==> src/rtl/blire_pkg.sv <==
// Package: sizes, codes, result types and index helpers of the list engine.
package blire_pkg;

   localparam int DEPTH  = 32;
   localparam int IDX_W  = (DEPTH > 1) ? $clog2(DEPTH) : 1;
   localparam int CNT_W  = $clog2(DEPTH + 1);
   localparam int OP_W   = 3;
   localparam int VAL_W  = 32;
   localparam int ST_W   = 3;
   localparam int CNTF_W = 6;

   typedef logic [IDX_W-1:0] idx_type;
   typedef logic [CNT_W-1:0] cnt_type;

   localparam cnt_type DEPTH_CNT = CNT_W'(DEPTH);
   localparam idx_type IDX_LAST  = IDX_W'(DEPTH - 1);

   localparam logic [OP_W-1:0] OP_INS_FRONT = 3'd0;
   localparam logic [OP_W-1:0] OP_INS_BACK  = 3'd1;
   localparam logic [OP_W-1:0] OP_READ_ALL  = 3'd2;
   localparam logic [OP_W-1:0] OP_REMOVE    = 3'd3;
   localparam logic [OP_W-1:0] OP_CLEAR     = 3'd4;

   localparam logic [ST_W-1:0] ST_INSERTED = 3'd0;
   localparam logic [ST_W-1:0] ST_FULL     = 3'd1;
   localparam logic [ST_W-1:0] ST_EMPTY    = 3'd2;
   localparam logic [ST_W-1:0] ST_ENTRY    = 3'd3;
   localparam logic [ST_W-1:0] ST_REMOVED  = 3'd4;
   localparam logic [ST_W-1:0] ST_NOTFOUND = 3'd5;
   localparam logic [ST_W-1:0] ST_CLEARED  = 3'd6;

   typedef struct packed {
      logic [ST_W-1:0]         status;
      logic signed [VAL_W-1:0] entry_value;
      logic [CNTF_W-1:0]       removed_count;
      logic [CNTF_W-1:0]       list_size;
      logic                    last;
   } rsp_type;

   typedef struct packed {
      logic    load;
      rsp_type res;
   } rsp_push_type;

   // Ring position of list offset off; head and off are both below DEPTH.
   function automatic idx_type slot(idx_type head, cnt_type off);
      logic [CNT_W:0] sum;
      sum = (CNT_W+1)'(head) + (CNT_W+1)'(off);
      if (sum >= (CNT_W+1)'(DEPTH)) begin
         sum = sum - (CNT_W+1)'(DEPTH);
      end
      return sum[IDX_W-1:0];
   endfunction

   function automatic logic [CNTF_W-1:0] cnt_field(cnt_type c);
      return CNTF_W'(c);
   endfunction

endpackage

==> src/rtl/blire_ifs.sv <==
// Channel interfaces: request (opcode, value) and response.
interface blire_req_if;
   import blire_pkg::*;
   logic                    valid;
   logic                    ready;
   logic [OP_W-1:0]         opcode;
   logic signed [VAL_W-1:0] value;
   modport source (output valid, output opcode, output value, input ready);
   modport sink   (input valid, input opcode, input value, output ready);
endinterface

interface blire_rsp_if;
   import blire_pkg::*;
   logic                    valid;
   logic                    ready;
   logic [ST_W-1:0]         status;
   logic signed [VAL_W-1:0] entry_value;
   logic [CNTF_W-1:0]       removed_count;
   logic [CNTF_W-1:0]       list_size;
   logic                    last;
   modport source (output valid, output status, output entry_value, output removed_count,
                   output list_size, output last, input ready);
   modport sink   (input valid, input status, input entry_value, input removed_count,
                   input list_size, input last, output ready);
endinterface

==> src/rtl/bounded_list_insert_remove_engine_unit.sv <==
// Top level: bounded ring-store list engine with a one-port-in, one-port-out entry RAM.
//
//   channel   direction  payload                                          handshake
//   req_chan  in         opcode, value                                    valid/ready
//   rsp_chan  out        status, entry_value, removed_count, list_size,   valid/ready
//                        last
//
// One transaction at a time: ready is high only in idle.
// Insert, clear and status-only results are formed in S_EXEC and loaded into the response register.
// Read-out does one RAM read per entry and sends each entry from S_READ.
// Remove does one read, compare and compacting write per entry in S_SCAN, then reports from S_FIN.
// Response back-pressure stalls the sequencer; no clearing pass after reset.
module bounded_list_insert_remove_engine_unit (
   input  logic        clock,
   input  logic        reset,
   blire_req_if.sink   req_chan,
   blire_rsp_if.source rsp_chan
);
   import blire_pkg::*;

   localparam logic [2:0] S_IDLE = 3'd0;
   localparam logic [2:0] S_EXEC = 3'd1;
   localparam logic [2:0] S_READ = 3'd2;
   localparam logic [2:0] S_SCAN = 3'd3;
   localparam logic [2:0] S_FIN  = 3'd4;

   logic [2:0]              state_ff, state_in;
   logic [OP_W-1:0]         op_ff, op_in;
   logic signed [VAL_W-1:0] val_ff, val_in;
   idx_type                 head_ff, head_in;
   cnt_type                 count_ff, count_in;
   cnt_type                 idx_ff, idx_in;
   cnt_type                 kept_ff, kept_in;
   cnt_type                 idx_nx;
   cnt_type                 removed;
   idx_type                 new_head;

   logic signed [VAL_W-1:0] mem [DEPTH];
   logic signed [VAL_W-1:0] rdata_ff;
   logic                    mem_we, mem_re;
   idx_type                 mem_waddr, mem_raddr;
   logic signed [VAL_W-1:0] mem_wdata;

   rsp_push_type push;
   logic         can_load;

   assign req_chan.ready = (state_ff == S_IDLE);
   assign idx_nx         = idx_ff + 1'b1;
   assign removed        = count_ff - kept_ff;
   assign new_head       = (head_ff == '0) ? IDX_LAST : head_ff - 1'b1;

   always_comb begin
      state_in  = state_ff;
      op_in     = op_ff;
      val_in    = val_ff;
      head_in   = head_ff;
      count_in  = count_ff;
      idx_in    = idx_ff;
      kept_in   = kept_ff;
      mem_we    = 1'b0;
      mem_waddr = slot(head_ff, kept_ff);
      mem_wdata = rdata_ff;
      mem_re    = 1'b0;
      mem_raddr = slot(head_ff, idx_nx);
      push.load              = 1'b0;
      push.res.status        = ST_EMPTY;
      push.res.entry_value   = '0;
      push.res.removed_count = '0;
      push.res.list_size     = cnt_field(count_ff);
      push.res.last          = 1'b1;

      case (state_ff)
         S_IDLE: begin
            if (req_chan.valid) begin
               op_in    = req_chan.opcode;
               val_in   = req_chan.value;
               state_in = S_EXEC;
            end
         end
         S_EXEC: begin
            case (op_ff)
               OP_INS_FRONT, OP_INS_BACK: begin
                  if (can_load) begin
                     push.load = 1'b1;
                     state_in  = S_IDLE;
                     if (count_ff >= DEPTH_CNT) begin
                        push.res.status = ST_FULL;
                     end else begin
                        mem_we    = 1'b1;
                        mem_wdata = val_ff;
                        if (op_ff == OP_INS_FRONT) begin
                           head_in   = new_head;
                           mem_waddr = new_head;
                        end else begin
                           mem_waddr = slot(head_ff, count_ff);
                        end
                        count_in           = count_ff + 1'b1;
                        push.res.status    = ST_INSERTED;
                        push.res.list_size = cnt_field(count_ff + 1'b1);
                     end
                  end
               end
               OP_READ_ALL, OP_REMOVE: begin
                  if (count_ff == '0) begin
                     if (can_load) begin
                        push.load = 1'b1;
                        state_in  = S_IDLE;
                     end
                  end else begin
                     mem_re    = 1'b1;
                     mem_raddr = head_ff;
                     idx_in    = '0;
                     kept_in   = '0;
                     state_in  = (op_ff == OP_READ_ALL) ? S_READ : S_SCAN;
                  end
               end
               OP_CLEAR: begin
                  if (can_load) begin
                     push.load = 1'b1;
                     state_in  = S_IDLE;
                     if (count_ff != '0) begin
                        count_in           = '0;
                        head_in            = '0;
                        push.res.status    = ST_CLEARED;
                        push.res.list_size = '0;
                     end
                  end
               end
               default: begin
                  state_in = S_IDLE;
               end
            endcase
         end
         S_READ: begin
            // rdata_ff holds entry idx_ff; the next read issues as this one leaves
            if (can_load) begin
               push.load            = 1'b1;
               push.res.status      = ST_ENTRY;
               push.res.entry_value = rdata_ff;
               push.res.last        = (idx_nx == count_ff);
               if (idx_nx == count_ff) begin
                  state_in = S_IDLE;
               end else begin
                  mem_re = 1'b1;
                  idx_in = idx_nx;
               end
            end
         end
         S_SCAN: begin
            // kept never passes idx, so the compacting write never hits the next read
            if (rdata_ff != val_ff) begin
               mem_we  = 1'b1;
               kept_in = kept_ff + 1'b1;
            end
            if (idx_nx == count_ff) begin
               state_in = S_FIN;
            end else begin
               mem_re = 1'b1;
               idx_in = idx_nx;
            end
         end
         S_FIN: begin
            if (can_load) begin
               push.load          = 1'b1;
               count_in           = kept_ff;
               push.res.list_size = cnt_field(kept_ff);
               if (removed == '0) begin
                  push.res.status = ST_NOTFOUND;
               end else begin
                  push.res.status        = ST_REMOVED;
                  push.res.removed_count = cnt_field(removed);
               end
               state_in = S_IDLE;
            end
         end
         default: begin
            state_in = S_IDLE;
         end
      endcase
   end

   always_ff @(posedge clock) begin
      if (reset) begin
         state_ff <= S_IDLE;
         head_ff  <= '0;
         count_ff <= '0;
      end else begin
         state_ff <= state_in;
         head_ff  <= head_in;
         count_ff <= count_in;
      end
   end

   always_ff @(posedge clock) begin
      op_ff   <= op_in;
      val_ff  <= val_in;
      idx_ff  <= idx_in;
      kept_ff <= kept_in;
   end

   always_ff @(posedge clock) begin
      if (mem_we) begin
         mem[mem_waddr] <= mem_wdata;
      end
      if (mem_re) begin
         rdata_ff <= mem[mem_raddr];
      end
   end

   blire_rsp_reg u_rsp_reg (
      .clock    (clock),
      .reset    (reset),
      .push     (push),
      .can_load (can_load),
      .rsp_chan (rsp_chan)
   );

endmodule

==> src/rtl/blire_rsp_reg.sv <==
// Response output register: holds one result until the sink takes it.
module blire_rsp_reg (
   input  logic                    clock,
   input  logic                    reset,
   input  blire_pkg::rsp_push_type push,
   output logic                    can_load,
   blire_rsp_if.source             rsp_chan
);
   import blire_pkg::*;

   logic    valid_ff, valid_in;
   rsp_type data_ff;

   assign can_load = !valid_ff || rsp_chan.ready;

   always_comb begin
      valid_in = valid_ff;
      if (push.load) begin
         valid_in = 1'b1;
      end else if (rsp_chan.ready) begin
         valid_in = 1'b0;
      end
   end

   always_ff @(posedge clock) begin
      if (reset) begin
         valid_ff <= 1'b0;
      end else begin
         valid_ff <= valid_in;
      end
   end

   always_ff @(posedge clock) begin
      if (push.load) begin
         data_ff <= push.res;
      end
   end

   assign rsp_chan.valid         = valid_ff;
   assign rsp_chan.status        = data_ff.status;
   assign rsp_chan.entry_value   = data_ff.entry_value;
   assign rsp_chan.removed_count = data_ff.removed_count;
   assign rsp_chan.list_size     = data_ff.list_size;
   assign rsp_chan.last          = data_ff.last;

endmodule

==> src/flat_wrapper.sv <==
// flat-port wrapper written by rule: the top's interface ports become plain ports
module bounded_list_insert_remove_engine_unit_flat import blire_pkg::*;
  (clock, reset, req_chan_valid, req_chan_opcode, req_chan_value, req_chan_ready, rsp_chan_valid, rsp_chan_status, rsp_chan_entry_value, rsp_chan_removed_count, rsp_chan_list_size, rsp_chan_last, rsp_chan_ready);
  blire_req_if req_chan_i ();
  blire_rsp_if rsp_chan_i ();
  input  logic clock;
  input  logic reset;
  input wire logic [$bits(req_chan_i.valid)-1:0] req_chan_valid;
  input wire logic [$bits(req_chan_i.opcode)-1:0] req_chan_opcode;
  input wire logic [$bits(req_chan_i.value)-1:0] req_chan_value;
  output wire logic [$bits(req_chan_i.ready)-1:0] req_chan_ready;
  output wire logic [$bits(rsp_chan_i.valid)-1:0] rsp_chan_valid;
  output wire logic [$bits(rsp_chan_i.status)-1:0] rsp_chan_status;
  output wire logic [$bits(rsp_chan_i.entry_value)-1:0] rsp_chan_entry_value;
  output wire logic [$bits(rsp_chan_i.removed_count)-1:0] rsp_chan_removed_count;
  output wire logic [$bits(rsp_chan_i.list_size)-1:0] rsp_chan_list_size;
  output wire logic [$bits(rsp_chan_i.last)-1:0] rsp_chan_last;
  input wire logic [$bits(rsp_chan_i.ready)-1:0] rsp_chan_ready;
  assign req_chan_i.valid = req_chan_valid;
  assign req_chan_i.opcode = req_chan_opcode;
  assign req_chan_i.value = req_chan_value;
  assign req_chan_ready = req_chan_i.ready;
  assign rsp_chan_valid = rsp_chan_i.valid;
  assign rsp_chan_status = rsp_chan_i.status;
  assign rsp_chan_entry_value = rsp_chan_i.entry_value;
  assign rsp_chan_removed_count = rsp_chan_i.removed_count;
  assign rsp_chan_list_size = rsp_chan_i.list_size;
  assign rsp_chan_last = rsp_chan_i.last;
  assign rsp_chan_i.ready = rsp_chan_ready;
  bounded_list_insert_remove_engine_unit u_core (.clock(clock), .reset(reset), .req_chan(req_chan_i), .rsp_chan(rsp_chan_i));
endmodule
==> config.mk <==
export PLATFORM = sky130hd
export DESIGN_NAME = bounded_list_insert_remove_engine_unit_flat
export DESIGN_NICKNAME = d
export VERILOG_FILES = /design/src/rtl/blire_pkg.sv /design/src/rtl/blire_ifs.sv /design/src/rtl/bounded_list_insert_remove_engine_unit.sv /design/src/rtl/blire_rsp_reg.sv /design/src/flat_wrapper.sv
export SDC_FILE = /design/constraint.sdc
export NUM_CORES = 1
export LEC_CHECK = 0
export BUFFER_PORTS_ARGS = -buffer_cell sky130_fd_sc_hd__buf_2
export CAP_MARGIN = 20
export CORE_ASPECT_RATIO = 1.75
export CORE_MARGIN = 2
export CORE_UTILIZATION = 56
export DETAILED_ROUTE_END_ITERATION = 6
export GPL_TIMING_DRIVEN = 0
export PLACE_DENSITY_LB_ADDON = 0.2
export SYNTH_ARGS = -nofsm -noshare
export SYNTH_HDL_FRONTEND = slang
export SYNTH_HIERARCHICAL = 1
export SYNTH_SLANG_ARGS = --single-unit
==> constraint.sdc <==
create_clock -name clock -period 5.65 [get_ports clock]
set_input_delay 0.8475 -clock clock [delete_from_list [all_inputs] [get_ports clock]]
set_output_delay 0.8475 -clock clock [all_outputs]
set_load 0.05 [all_outputs]
Word level (Yosys, flattened, before mapping)
Memory sizes are Yosys's and may differ from the RTL's. A register that Yosys moved wholly into a read port is not among the register bits.
Index checks and enable logic that the tools add are counted.
{"block": "word_totals", "latch_bits": 0, "register_bits": 110, "output_inout_bits": 50, "mem_count": 1, "input_bits": 39, "wordCells": 151, "mem_bits_rw": 1024, "romBits": 0}
{"memory": "u_core.mem", "depth": 32, "word_bits": 32, "read_ports": 1, "rd_clocked_by_memory_dff": 1, "wr": 1, "line_no": "bounded_list_insert_remove_engine_unit.sv:38", "source": "logic signed [VAL_W-1:0] mem [DEPTH];"}
{"block": "classes", "n_mux": 73, "n_reduce_logical": 24, "addsub": 11, "shifts": 0, "div_mod_pow": 0, "eq_ne": 23, "order_cmp": 4, "n_bitwise": 2, "n_mul": 0}
{"operator": "$mux W32", "count": 4}
{"operator": "$mux W5", "count": 17}
{"operator": "$mux W6", "count": 11}
{"operator": "$pmux W6 S2", "count": 4}
{"operator": "$mux W36", "count": 1}
{"operator": "$ne A32 B32 Y1", "count": 1}
{"operator": "$add A5 B6 Y7", "count": 3}
{"operator": "$ge A7 B6 Y1 const B", "count": 3}
{"operator": "$mux W3", "count": 7}
{"operator": "$sub A5 B1 Y5 const B", "count": 4}
{"operator": "$add A6 B1 Y6 const B", "count": 3}
{"operator": "$ne A2 B1 Y1 const B", "count": 9}
{"operator": "$pmux W6 S3", "count": 1}
{"operator": "$mux W1", "count": 17}
{"operator": "$pmux W3 S5", "count": 1}
{"operator": "$eq A3 B2 Y1 const B", "count": 4}
{"operator": "$logic_not A6 Y1", "count": 2}
{"operator": "$mux W4", "count": 3}
{"operator": "$pmux W3 S2", "count": 2}
{"operator": "$pmux W4 S3", "count": 1}
{"operator": "$reduce_and A4 Y1", "count": 3}
{"operator": "$pmux W5 S2", "count": 1}
{"operator": "$ne A2 B2 Y1 const B", "count": 4}
{"operator": "$reduce_bool A2 Y1", "count": 4}
{"operator": "18 further kinds", "count": 27}

Depth between registers and ports, before layout
Gate-level depths: netlist of run 1.
{"block": "depth", "depth_word": 8, "mapped_depth": 14}

By module
The synthesis of run 1 kept the hierarchy.
{"mod": "bounded_list_insert_remove_engine_unit", "seq_area_each_um2": 33402.0, "n_inst": 1, "cells_each": 3281, "area_per_inst_um2": 45113.3}
{"mod": "blire_rsp_reg", "seq_area_each_um2": 1461.4, "n_inst": 1, "cells_each": 52, "area_per_inst_um2": 1487.7}

Worst setup path before layout of run 1
No wires, ideal clock.
{"block": "synth_timing", "path_type": "input port to flip-flop", "from": "in rsp_chan_ready", "to": "mem u_core.mem[22][0] (enable)", "n_path_buf": 2, "path_stages": 10, "setup_time_ns": 0.461, "t_arrival_ns": 4.924, "setup_slack_ns": 0.265, "t_required_ns": 5.189, "path_cell_list": "nand2b_4 inv_1 nor4_1 and2_1 clkbuf_1 nor2_1 a21oi_1 xnor2_1 clkbuf_1 nor3_1"}
{"block": "synth_between", "elab_chain_cells": 6, "elab_cells_between_ends": 9, "classes_between": "8 x mux; 1 x reduce/logical"}
{"element": "from (decl)", "line_no": "flat_wrapper.sv:18", "source": "input wire logic [$bits(rsp_chan_i.ready)-1:0] rsp_chan_ready;"}
{"element": "$logic_or A1 B1 Y1 *", "line_no": "blire_rsp_reg.sv:14", "source": "assign can_load = !valid_ff || rsp_chan.ready;"}
{"element": "$mux W1", "line_no": "bounded_list_insert_remove_engine_unit.sv:83", "source": "if (can_load) begin"}
{"element": "$mux W1", "line_no": "bounded_list_insert_remove_engine_unit.sv:81", "source": "case (op_ff)"}
{"element": "$pmux W1 S2", "line_no": "bounded_list_insert_remove_engine_unit.sv:72", "source": "case (state_ff)"}
{"element": "$mux W1", "line_no": "bounded_list_insert_remove_engine_unit.sv:202", "source": "if (mem_we) begin"}
{"element": "$mux W1 (not written as such)", "line_no": "bounded_list_insert_remove_engine_unit.sv:203", "source": "mem[mem_waddr] <= mem_wdata;"}
{"element": "to (decl)", "line_no": "bounded_list_insert_remove_engine_unit.sv:38"}
Every way passes the cells marked *; elsewhere a longest branch is shown, timed or not.

Worst setup path after layout of run 1
{"block": "layout_timing", "from": "reg u_core.idx_ff[0]", "to": "reg u_core.rdata_ff[24] (read register of u_core.mem) (data pin)"}
{"block": "layout_between", "elab_chain_cells": 7, "elab_cells_between_ends": 12, "classes_between": "3 x add/sub; 1 x order compare; 1 x eq/ne; 7 x mux"}
{"element": "from (decl)", "line_no": "bounded_list_insert_remove_engine_unit.sv:32", "source": "cnt_type idx_ff, idx_in;"}
{"element": "from (signal assigned)", "line_no": "bounded_list_insert_remove_engine_unit.sv:197", "source": "idx_ff <= idx_in;"}
{"element": "$add A6 B1 Y6 *", "line_no": "bounded_list_insert_remove_engine_unit.sv:48", "source": "assign idx_nx = idx_ff + 1'b1;"}
{"element": "$add A5 B6 Y7", "line_no": "blire_pkg.sv:48", "source": "sum = (CNT_W+1)'(head) + (CNT_W+1)'(off);"}
{"element": "$ge A7 B6 Y1 or $sub A5 B1 Y5 (tied branches)", "line_no": "blire_pkg.sv:49, blire_pkg.sv:50"}
{"element": "$mux W5", "line_no": "blire_pkg.sv:49", "source": "if (sum >= (CNT_W+1)'(DEPTH)) begin"}
{"element": "$mux W5", "line_no": "bounded_list_insert_remove_engine_unit.sv:104", "source": "if (count_ff == '0) begin"}
{"element": "$mux W5", "line_no": "bounded_list_insert_remove_engine_unit.sv:81"}
{"element": "$mux W5", "line_no": "bounded_list_insert_remove_engine_unit.sv:72"}
{"element": "to (decl)", "line_no": "bounded_list_insert_remove_engine_unit.sv:39", "source": "logic signed [VAL_W-1:0] rdata_ff;"}
Marked as above.
A chain may end at the register's enable or synchronous reset.

==> impl_metrics.ini, run 1 <==
[cts]
maximum_buffer_depth_of_the_clock_tree = 3
htree_levels = 3
clock_transition_at_the_registers_of_the_reported_paths_ps = 60
clkLatencyLatePin_ps = 710
cts_tree = yes
numClockSinks = 1166
numCtsBuffers = 99
cts_hold_buf = 0
post-cts-setup-buffers = 0
clockRootBuffer = clkbuf_16

[yosys]
synth_nets = 3398
synth_cells = 3333
dominantRegCellSynth = edfxtp_1
yosys_warnings = 6
seq_area_frac_synth_pct = 74.8
avgSynthCellArea_um2 = 14.0
synth-edff-count = 1151
synth-async-reset-ratio_pct = 0
synth_cell_types = 61
postSynthRegisterBits = 1166
synth.cell_area_um2 = 46600

[status]
status = complete, no violations

[pwr]
p_sw_mw = 3.89
internal_power_mw = 13.4
static_leakage_nw = 18.5
fin_total_pwr_mw = 17.2
combinationalPowerShare_pct = 6.3
netSwitchingFraction_pct = 22.6
cellPowerDensity_nw_per_um2 = 321
seqPwrFrac_pct = 55.4
irDropWorstVdd_v = 0.000260
clock_power_share_pct = 38.2

[sta]
setup_viol_count_final = 0
final-max-slew-violation-count = 0
fin_setup_tns_ps = 0
rsz_0062_raised_after_global_routing = false
layout_worst_path_cycle_share_pct = 92.4
worstMarginPinSlew_ps = 1230
hold_viol_final = 0
final.min_clock_period_ps = 5220
finClkSkew_ps = 22.2
fmax_ghz = 0.192
max-slew-margin-rel_pct = 17.1

[routing]
drt-initial-drc-count = 3605
post_drt_via_cell_ratio = 6.38
routed_wl_um = 143000
drt.antenna.violating_nets = 0
firstDrtPassIters = 6
remaining_drc_errors = 0
wl_per_cell_um = 29.6
route.vias.total = 30700

[cells_and_area]
area_delta_synth_final_pct = 15.4
register_area_um2 = 34900
fin_cells = 4809
layout-drive-gt1-share_pct = 13.6
layout.core_utilization_pct = 64.9
fill_cells = 5717
multi_input_area_um2 = 11000
finish.net_count = 3729

[grt]
grt_most_used_layer = met2
globalRouteOverflowTotal = 0
gr-usage-met2_pct = 58.6
antenna_found_initial = 6
grt_util_met1_pct = 35.2
global_route_wire_length_before_repair_um = 201000
grt_use_met3_pct = 5.56
first_global_vias = 30200
grt_util_all_layers_pct = 33.2
grt_start_max_net_pins = 40

[critical_path]
crit_type = flip-flop to flip-flop
endpoint_kind = flip-flop
crit_required_ps = 5990
crit_arrival_ps = 5560
cp-start-kind = flip-flop
worst_r2r_path_depth = 11
crit_path_max_fanout = 10

[floorplanning]
floorplan.io_pins = 89
fp.dieH_um = 386
floorplan.die_area_um2 = 85600
start_util_pct = 56.2
core.rowCount = 140
core_area_um2 = 82900
floorplan.die.width_um = 222

[worst_hold_path]
hold_class = input port to flip-flop
worstHoldPathCells = 1

[placed_design]
post-dp-hpwl_um = 104000
placed_cells = 4616
place.gp.congestion = 0.945
number_of_input_and_output_port_buffers_inserted = 88

[run]
max_cap_viol_count = 0
==> power groups by stage <==
stage | Combinational [mW] | Clock [mW] | Sequential (mW)
3_5_place_dp | 1.03 | 0 | 9.75
6_report | 1.09 | 6.60 | 9.56
4_1_cts | 1.04 | 6.65 | 9.56
2_1_floorplan | 0.514 | 0 | 9.79
3_3_place_gp | 0.946 | 0 | 9.76
5_1_grt | 1.13 | 6.97 | 9.56
==> per-layer routing <==
layer / share of wire (%) / vias to the layer above
met5: 0.027 / -
met4: 8.8 / 6
met3: 8.8 / 527
met2: 51 / 1977
met1: 31 / 15100
li1: - / 13100
==> registers in the layout, summed over array words and instances (netlist names) <==
register                                 cells
u_core/op_ff                                 3
u_core/mem                                1024
u_core/kept_ff                               6
u_core/u_rsp_reg/rsp_chan.last               1
u_core/rdata_ff                             32
u_core/val_ff                               32
u_core/count_ff                              6
u_core/u_rsp_reg/rsp_chan.entry_value       32
u_core/u_rsp_reg/rsp_chan.removed_count      6
u_core/state_ff                              3
u_core/head_ff                               5
u_core/u_rsp_reg/rsp_chan.list_size          6
u_core/u_rsp_reg/rsp_chan.valid              1
u_core/idx_ff                                6
u_core/u_rsp_reg/rsp_chan.status             3
==> final timing paths <==
kind	startpoint	to	slack, ps
worst min-delay path	req_chan_value[11]	u_core/val_ff[11]	320
worst min register to register	u_core/u_rsp_reg/rsp_chan.valid	u_core/u_rsp_reg/rsp_chan.valid	540
worst max-delay path	u_core/idx_ff[0]	u_core/rdata_ff[24]	430
worst max register to register	u_core/idx_ff[0]	u_core/rdata_ff[24]	430
==> worst max-delay path: stages (launching register included) <==
cell and delay [ps]:
edfxtp_1 490, ha_1 410, fa_1 510, clkbuf_1 380, a21o_1 260, buf_2 240
buf_2 360, clkbuf_1 650, nand2_1 120, nand3_1 140, a31oi_1 240, nor4_1 1030
==> cell families (layout without fill, tap and decap cells) <==
| family | count (synthesis) | in the layout | synth area share (%) |
|---|---|---|---|
| AOI/OAI and AO/OA | 349 | 349 | 5.54 |
| DFF | 1166 | 1166 | 74.8 |
| and+or+nand+nor | 1378 | 1378 | 12.7 |
| muxes | 135 | 135 | 2.90 |
| buffers and inverters | 211 | 619 | 1.98 |
| xor gates and xnor gates | 68 | 68 | 1.28 |
| other | 0 | 3 | 0 |
| adders and majority gates | 26 | 26 | 0.763 |
==> what timing repair did <==
action                     4_1_cts  5_1_grt
setup endpoints to repair        0       20
resized for setup                0        3
hold endpoints to repair         0        0
==> cell type report <==
class | instances | area share (%)
sequential | 1166 | 64.9
timing repair buffer | 230 | 4.70
inverter | 15 | 0.105
multi-input combinational | 1956 | 20.5
antenna | 3 | 0.0140
clock inverter | 56 | 0.840
buffer | 196 | 1.61
clock buffer | 122 | 4.89
tap | 1065 | 2.48
==> synthesized netlist by cell type (all sizes together) (20+ instances only) <==
cell | number | area share (%)
nor4 | 36 | 0.52
buf | 83 | 0.95
nor2 | 38 | 0.31
nand2 | 894 | 7.2
mux2i | 134 | 2.9
and2 | 37 | 0.50
a31oi | 128 | 1.7
edfxtp | 1151 | 74
nand3 | 275 | 3.0
a32oi | 129 | 2.4
xnor2 | 55 | 1.0
a21oi | 28 | 0.33
o21ai | 20 | 0.22
ha | 22 | 0.59
nor3 | 44 | 0.47
clkbuf | 113 | 0.91
==> cells in the final DEF, fill, tap and decap left out, types with 5 or more instances in the layout <==
master     synthesis  routed
buf_4             12      22
inv_6              0       5
buf_8              0      21
or3_1              5       5
edfxtp_1        1151    1151
nor3_1            44      11
inv_1             15      15
a31oi_1          128     128
nor4_1            35      34
ha_1              22      22
buf_6              1      80
buf_1              7       7
nand2_1          894     893
buf_2             63     154
buf_16             0      28
clkinv_2           0      28
nor2_1            38      37
mux2i_1          134     134
nand3_1          275     275
clkinv_1           0      11
nand4_1           11      11
a21o_1            13      13
nand2b_1          10      10
a21oi_1           26      26
clkbuf_1         113     133
nor3_2             0      31
xnor2_1           55      55
dfxtp_1           15      15
bufinv_16          0       5
clkbuf_16          0     102
a32oi_1          129     129
o31ai_2            4       5
xor2_1            13      13
o21ai_0           18      18
nor2b_1           14      14
and2_1            37      37
==> metrics by stage <==
step	hold slack [ps]	worst slack, ps	instance area (um2)
after CTS	281	233	53400
after floorplan	572	265	46600
after global placement	537	-3630	48400
final	318	430	53800
after detailed placement	533	-360	50300
after global routing	309	284	53800
Note: power is estimated with default switching activity, not from simulation.
==> run 2, diff against run 1 <==
--- a/config.mk
+++ b/config.mk
@@ -5,11 +5,14 @@
 export SDC_FILE = /design/constraint.sdc
 export NUM_CORES = 1
 export LEC_CHECK = 0
+export ABC_CLOCK_PERIOD_IN_PS = 5650
 export BUFFER_PORTS_ARGS = -buffer_cell sky130_fd_sc_hd__buf_2
 export CAP_MARGIN = 20
+export CELL_PAD_IN_SITES_DETAIL_PLACEMENT = 0
+export CELL_PAD_IN_SITES_GLOBAL_PLACEMENT = 1
 export CORE_ASPECT_RATIO = 1.75
 export CORE_MARGIN = 2
-export CORE_UTILIZATION = 56
+export CORE_UTILIZATION = 48
 export DETAILED_ROUTE_END_ITERATION = 6
 export GPL_TIMING_DRIVEN = 0
 export PLACE_DENSITY_LB_ADDON = 0.2
==> run 2 against run 1 <==
Combinational power hardly changed. Critical path depth rose by 2. Die area grew 16%. Total power up 3.5%. Sequential cell count unchanged. Clock power is 8.9% higher. Register-to-register slack worse by 160 ps. Utilization down 8.4 points. Critical endpoint is now u_core/mem[23][6]. Largest cell class unchanged. Largest power group unchanged.
==> impl_metrics.ini, run 2 (same netlist as run 1, synthesis figures left out) <==
[critical_path]
crit_type = flip-flop to flip-flop
crit_required_ps = 6070
r2r_start = u_core/u_rsp_reg/rsp_chan.valid
crit_path_max_fanout = 10
cp-start-kind = flip-flop
critical_path_origin = u_core/u_rsp_reg/rsp_chan.valid
crit_arrival_ps = 5800
endpoint_kind = flip-flop

[pwr]
static_leakage_nw = 18.7
seqPwrFrac_pct = 53.6
cellPowerDensity_nw_per_um2 = 327
fin_total_pwr_mw = 17.8
internal_power_mw = 13.9
p_sw_mw = 3.99
combinationalPowerShare_pct = 6.1
netSwitchingFraction_pct = 22.4
irDropWorstVdd_v = 0.000274
clock_power_share_pct = 40.3

[cts]
clockRootBuffer = clkbuf_16
cts_resized = 0
numClockSinks = 1166
maximum_buffer_depth_of_the_clock_tree = 3
cts_hold_buf = 0
post-cts-setup-buffers = 0
cts_tree = yes
htree_levels = 3
numCtsBuffers = 103
clock_transition_at_the_registers_of_the_reported_paths_ps = 70
clkLatencyLatePin_ps = 720

[grt]
globalRouteOverflowTotal = 0
first_global_vias = 30100
grt_start_max_net_pins = 39
antenna_found_initial = 5
grt_util_all_layers_pct = 29.8
global_route_wire_length_before_repair_um = 208000

[floorplanning]
floorplan.die.width_um = 240
floorplan.io_pins = 89
core.rowCount = 151
core_area_um2 = 96500
floorplan.die_area_um2 = 99700
fp.dieH_um = 416
start_util_pct = 48.3

[run]
max_cap_viol_count = 0

[sta]
fmax_ghz = 0.186
worstMarginPinSlew_ps = 1280
final-max-slew-violation-count = 0
setup_viol_count_final = 0
max-slew-margin-rel_pct = 13.8
hold_viol_final = 0
final.min_clock_period_ps = 5380
finClkSkew_ps = 28.3
rsz_0062_raised_after_global_routing = false
layout_worst_path_cycle_share_pct = 95.2
fin_worst_hold_slack_ps = 302

[routing]
routed_wl_um = 148000
remaining_drc_errors = 0
drt.antenna.violating_nets = 0
wl_per_cell_um = 29.2
post_drt_via_cell_ratio = 5.93
firstDrtPassIters = 5
drt-initial-drc-count = 3226
route.vias.total = 30000

[status]
status = complete, no violations

[cells_and_area]
final_cell_mix = edfxtp_1 (1151), nand2_1 (893), nand3_1 (275)
layout-drive-gt1-share_pct = 13.9
area_delta_synth_final_pct = 17.0
layout.core_utilization_pct = 56.5
mostFrequentLayoutCell = edfxtp_1
largest_register_ff_count = 1024
reg_with_most_ffs = u_core/mem
finish.net_count = 3740

[placed_design]
place.gp.congestion = 0.930
number_of_input_and_output_port_buffers_inserted = 88
post-dp-hpwl_um = 109000

[worst_hold_path]
worstHoldStart = req_chan_opcode[1]
hold_class = input port to flip-flop
[run 2: changes by cell type in the layout (fill, tap and decap cells not counted), sizes merged]
cell	delta
buf	+5
clkbuf	+9
bufinv	+8
clkinvlp	+3
clkinv	-3
inv	-3
[run 2: critical path: stages, from the launching register on]
cell and delay, ps:
dfxtp_1 330, nand2b_4 130, inv_1 160, nor4_1 790
and2_1 220, clkbuf_1 550, nor2_1 140, a21oi_1 430
xnor2_1 370, clkbuf_1 400, nor3_2 890, buf_6 270
buf_6 190, buf_6 180
[run 2: cell type report]
type                    instances  area (um2)
fillers                      7591       42000
flip-flops and latches       1166       34900
multi-input cells            1956       11000
clock buffers                 129        2740
repair buffers                237        2630
well taps                    1300        1630
plain buffers                 196         867
clock inverters                61         692
inverters                      15        56.3
diodes                          3        7.51
[run 2: per-stage QoR]
step	instance area, um2	worst slack [ps]	cells	setup TNS, ps
finish	54500	271	5063	0
global placement	48700	-3750	4721	-3185980
CTS	54300	332	5050	0
floorplan	46600	265	3333	0
detailed placement	50900	-282	4860	-7380
global route	54500	106	5060	0
[run 2: final timing paths]
| check | depth (start not counted) | slack [ps] | end |
|---|---|---|---|
| max | 13 | 270 | u_core/mem[23][6] |
| min | 1 | 300 | u_core/op_ff[1] |
| min reg2reg | 2 | 570 | u_core/u_rsp_reg/rsp_chan.valid |
| max reg2reg | 13 | 270 | u_core/mem[23][6] |
[run 2: metal layers]
metal	share of wire [%]	global-route usage, %	vias up
met1	33	31.9	15000
met5	0	0	-
met4	7.7	20.3	0
met3	6.7	5.05	403
met2	52	53.4	1461
li1	-	-	13200
[run 2: power by group through the flow]
stage / clock network [mW] / logic [mW] / registers (mW)
detailed placement: 0 / 1.06 / 9.75
CTS: 7.30 / 1.07 / 9.56
floorplan: 0 / 0.514 / 9.79
finish: 7.19 / 1.10 / 9.56
global placement: 0 / 0.974 / 9.76
global route: 7.63 / 1.14 / 9.56
